File: config.mk
export PLATFORM = sky130hd
export DESIGN_NAME = spd_sqrt_chain
export DESIGN_NICKNAME = d
export VERILOG_FILES = /design/src/rtl/spd_pkg.sv /design/src/rtl/spd_sqrt_cell.sv /design/src/rtl/spd_sqrt_chain.sv
export SDC_FILE = /design/constraint.sdc
export NUM_CORES = 2
export LEC_CHECK = 0
export BUFFER_PORTS_ARGS = -buffer_cell sky130_fd_sc_hd__buf_2
export CORE_ASPECT_RATIO = 0.9
export CORE_MARGIN = 5
export CORE_UTILIZATION = 60
export CTS_BUF_LIST = sky130_fd_sc_hd__clkbuf_4 sky130_fd_sc_hd__clkbuf_8
export DETAILED_ROUTE_END_ITERATION = 8
export GPL_TIMING_DRIVEN = 0
export PLACE_DENSITY = 0.73
export SYNTH_ARGS = -nofsm -noshare
export SYNTH_HDL_FRONTEND = slang
export SYNTH_HIERARCHICAL = 1
export SYNTH_SLANG_ARGS = --single-unit
export TNS_END_PERCENT = 100
File: constraint.sdc
create_clock -name clk -period 2.8 [get_ports clk]
set_input_delay 0.56 -clock clk [delete_from_list [all_inputs] [get_ports clk]]
set_output_delay 0.56 -clock clk [all_outputs]
set_load 0.03 [all_outputs]
File: src/rtl/spd_pkg.sv
// ----------------------------------------------------------------------------
// spd_pkg
// shared widths and types for the segment projection distance pipeline
// ----------------------------------------------------------------------------
package spd_pkg;

  localparam int COORD_W    = 24;
  localparam int NORM_W     = 16;
  localparam int NFRAC      = 14;
  localparam int LEN_W      = 26;
  localparam int DIST_W     = 27;
  localparam int RAD_W      = 2 * LEN_W;   // radicand bits that fit an unsaturated root
  localparam int REM_W      = LEN_W + 2;
  localparam int SUM_W      = 68;
  localparam int NCELL      = LEN_W;

  localparam logic [LEN_W-1:0] LEN_MAX = {LEN_W{1'b1}};

  // side info that travels alongside the root chain
  typedef struct packed {
    logic vld;
    logic sat_d;
    logic sat_r;
    logic sat_q;
    logic neg_r;
    logic neg_q;
  } tag_t;

endpackage

File: src/rtl/spd_sqrt_cell.sv
// ----------------------------------------------------------------------------
// spd_sqrt_cell
// one root bit per cell: brings in two radicand bits and settles one root bit
// ----------------------------------------------------------------------------
module spd_sqrt_cell
  import spd_pkg::*;
(
  input  logic             clk,
  input  logic [REM_W-1:0] rem_in,
  input  logic [LEN_W-1:0] root_in,
  input  logic [RAD_W-1:0] rad_in,
  output logic [REM_W-1:0] rem_r,
  output logic [LEN_W-1:0] root_r,
  output logic [RAD_W-1:0] rad_r
);

  logic [REM_W+1:0] rem_sh;
  logic [REM_W+1:0] trial;
  logic             take;
  logic [REM_W+1:0] diff;
  logic [REM_W-1:0] rem_nxt;
  logic [LEN_W-1:0] root_nxt;
  logic [RAD_W-1:0] rad_nxt;

  always_comb begin
    rem_sh   = {rem_in, rad_in[RAD_W-1 -: 2]};
    trial    = {2'b00, root_in, 2'b01};
    take     = (rem_sh >= trial);
    diff     = rem_sh - trial;
    rem_nxt  = take ? diff[REM_W-1:0] : rem_sh[REM_W-1:0];
    root_nxt = {root_in[LEN_W-2:0], take};
    rad_nxt  = {rad_in[RAD_W-3:0], 2'b00};
  end

  always_ff @(posedge clk) begin
    rem_r  <= rem_nxt;
    root_r <= root_nxt;
    rad_r  <= rad_nxt;
  end

endmodule

File: src/rtl/spd_sqrt_chain.sv
// ----------------------------------------------------------------------------
// spd_sqrt_chain
// row of root cells, a new radicand enters every cycle
// ----------------------------------------------------------------------------
module spd_sqrt_chain
  import spd_pkg::*;
(
  input  logic             clk,
  input  logic [RAD_W-1:0] rad,
  output logic [LEN_W-1:0] root
);

  logic [REM_W-1:0] rem_a  [NCELL+1];
  logic [LEN_W-1:0] root_a [NCELL+1];
  logic [RAD_W-1:0] rad_a  [NCELL+1];

  assign rem_a[0]  = '0;
  assign root_a[0] = '0;
  assign rad_a[0]  = rad;

  for (genvar i = 0; i < NCELL; i++) begin : g_cell
    spd_sqrt_cell u_cell (
      .clk     (clk),
      .rem_in  (rem_a[i]),
      .root_in (root_a[i]),
      .rad_in  (rad_a[i]),
      .rem_r   (rem_a[i+1]),
      .root_r  (root_a[i+1]),
      .rad_r   (rad_a[i+1])
    );
  end

  assign root = root_a[NCELL];

endmodule

==> summary.md <==
| Metric | Value |
|---|---|
| Status | finished with violations |
| Violated checks | negative setup slack |
| Vias in the first global route | between 60000 and 70000 |
| CP delay by family, top | compound AO/OA/AOI/OAI gates |
| Fin crit share | 100.1% |
| CP cell instances | inv_1, ha_4, and3_4, o21ai_2, a2111o_1, nand3b_1, a311o_2, o21ba_4, buf_2, nor2_1, a21oi_1 |
| Clock sinks | between 2000 and 2500 |
| CP required | 3.70 ns |
| Max-cap viol count | 0 |
| Via density | 5.688 |
| Die Span Y | about 380 um |
| Nets@finish | about 11000 |
| Die area | roughly 160000 um2 |
| Clock Skew | roughly 0.11 ns |
| RSZ-0062 raised after global routing | yes |
| Largest net degree at the start of global routing | 17 |
| GRT Overall Usage | around 29% |
| DP HPWL | roughly 180000 um |
| Num CTS Buffers | 322 |
| Worst setup SP type | flop |
| # IOs | 79 |
| Worst hold path endpoint | g_cell[0].u_cell/rad_r[4] |
| Worst Setup End Kind | flop |
| Core area | around 150000 um2 |
| Post-Route WL | around 240000 um |
| Initial antenna violation count | 9 |
| Routed vias | about 71000 |
| DP Worst Slack | -0.3736 ns |
| Syn Std Cell Area | approximately 90000 um2 |
| Worst R2R Path Depth | 11 |
| CP Max Fanout | 10 |
| Area Growth Syn to Fin | 15.67% |
| Synth Instances | 9614 |
| Synth Warn # | 6 |
| Hold Crit Start | rad[2] |
| Hold Fails Final Rpt | 0 |
| Row cnt | between 100 and 150 |
| DRT antenna net count | 0 |
| # setup viols final | 1 |
| Placed instance count | about 12000 |
| Crit path kind | flop to flop |
| Max stage delay cell, worst path | a2111o_1 |
| Initial detailed-routing violation count | 5937 |
| Reg2reg start | g_cell[9].u_cell/root_r[3] |
| Root Buffer | clkbuf_8 |
| Layout Cells excl Fill | roughly 12000 |
| Dpl cell area | just over 90000 um2 |
| Worst Max-Slew Pin Slew | 0.8603 ns |
| First-pass GRT wire length | ~370000 um |
| I/O Buffers | 78 |
| Drc violations | 0 |
| Synthesized area per cell | between 9 and 10 um2 |
| Fin crit period | around 2.8 ns |
| Die X | between 400 and 500 um |
| Design area | roughly 100000 um2 |
| Reg2reg setup slack | -0.003 ns |
| Clock Latency Late Sink | roughly 1.1 ns |
| Drt first pass iters | 7 |
| CTS tree | done |
| Initial Util | around 60% |
| CTS H-Tree Depth | 5 |
| Maximum clock insertion buffer count | 4 |
| Arrival time at the worst endpoint | about 3.7 ns |
| Worst Hold Class | primary input to flop |
| Remaining Overflow, GRT | 0 |
| Worst Hold Path Cells | 2 |
| Ratio of cells with drive above 1 in the final layout | around 19% |
| GP Congestion | around 0.96 |
| R2r endpoint | g_cell[10].u_cell/rem_r[23] |
| Slew Viols, Final | 0 |
| Register clock-pin slew on the reported worst setup and hold paths | ~0.080 ns |
| Relative slew slack | 41.16% |
| Max Freq | between 300 and 400 MHz |
| WP buf/inv | 2 |
| Routed WL per cell | slightly below 20 um |
| Setup ws final | -0.002781 ns |
| Max incr delay on CP | 0.47 ns |
[layout by cell type, fill, tap and decap left out, types with 93 or more instances in the layout]
cell / instances
nand3_1: 100
buf_2: 187
a21oi_1: 842
mux2_4: 121
xnor2_1: 352
dfxtp_1: 1943
or3_1: 147
o21ai_0: 364
xor2_1: 200
nand2_1: 550
or2_2: 100
buf_4: 97
a21o_1: 182
ha_1: 605
inv_1: 979
and3_1: 93
nor2_1: 883
a21oi_2: 176
nand4_1: 181
conb_1: 105
o21a_1: 123
clkbuf_8: 377
[per-layer routing]
metal	global-route usage [%]	vias to the layer above	part of all wire, %
li1	-	34260	-
met3	4.388	519	6.2
met1	39.16	33390	44
met5	0	-	0.0071
met2	47.70	2417	46
met4	9.304	2	2.9
[registers in the layout, indices dropped and copies added, names as in the netlist]
signal	count
g_cell.u_cell/rad_r	650
g_cell.u_cell/root_r	676
g_cell.u_cell/rem_r	700
[cell type report]
type	instances	area [um2]
Tap cell	1972	2467
Buffer	226	1864
Clock inverter	92	1226
Sequential cell	2026	40670
Inverter	1003	3765
Multi-Input combinational cell	6431	46510
Clock buffer	451	5744
Timing Repair Buffer	201	1448
Fill cell	11430	44670
Antenna cell	6	15.01
[worst max path at each step]
stage	cells past startpoint	from	end
after floorplan	11	g_cell[18].u_cell/root_r[4]	g_cell[19].u_cell/rem_r[23]
after global placement	12	g_cell[18].u_cell/root_r[0]	g_cell[19].u_cell/rem_r[26]
after detailed placement	12	g_cell[18].u_cell/root_r[0]	g_cell[19].u_cell/rem_r[24]
after CTS	13	g_cell[2].u_cell/root_r[9]	g_cell[3].u_cell/rem_r[12]
after global routing	11	g_cell[9].u_cell/root_r[0]	g_cell[10].u_cell/rem_r[23]
final	11	g_cell[9].u_cell/root_r[3]	g_cell[10].u_cell/rem_r[23]
[through the flow]
step | utilization [%] | setup TNS [ns] | hold WS, ns
CTS | 68.35 | 0 | 0.04684
global placement | 62.62 | -43.97 | 0.3095
detailed placement | 62.62 | -52.02 | 0.3121
finish | 69.90 | -0.002781 | 0.1551
floorplan | - | 0 | 0.3096
global route | 69.89 | -0.6619 | 0.09406
[repair_timing]
item                                    in CTS  in global routing
endpoints found under the setup margin     514                599
gates resized for setup                    196                515
hold buffers                                52                  0
endpoints found under the hold margin       52                  0
pin swaps                                   62                145
setup buffers                               32                 39
gates cloned                                 0                  0
Power is left out: the tool's default activity adds up to more than one toggle a clock period on the data nets, which glitch-free logic cannot reach.
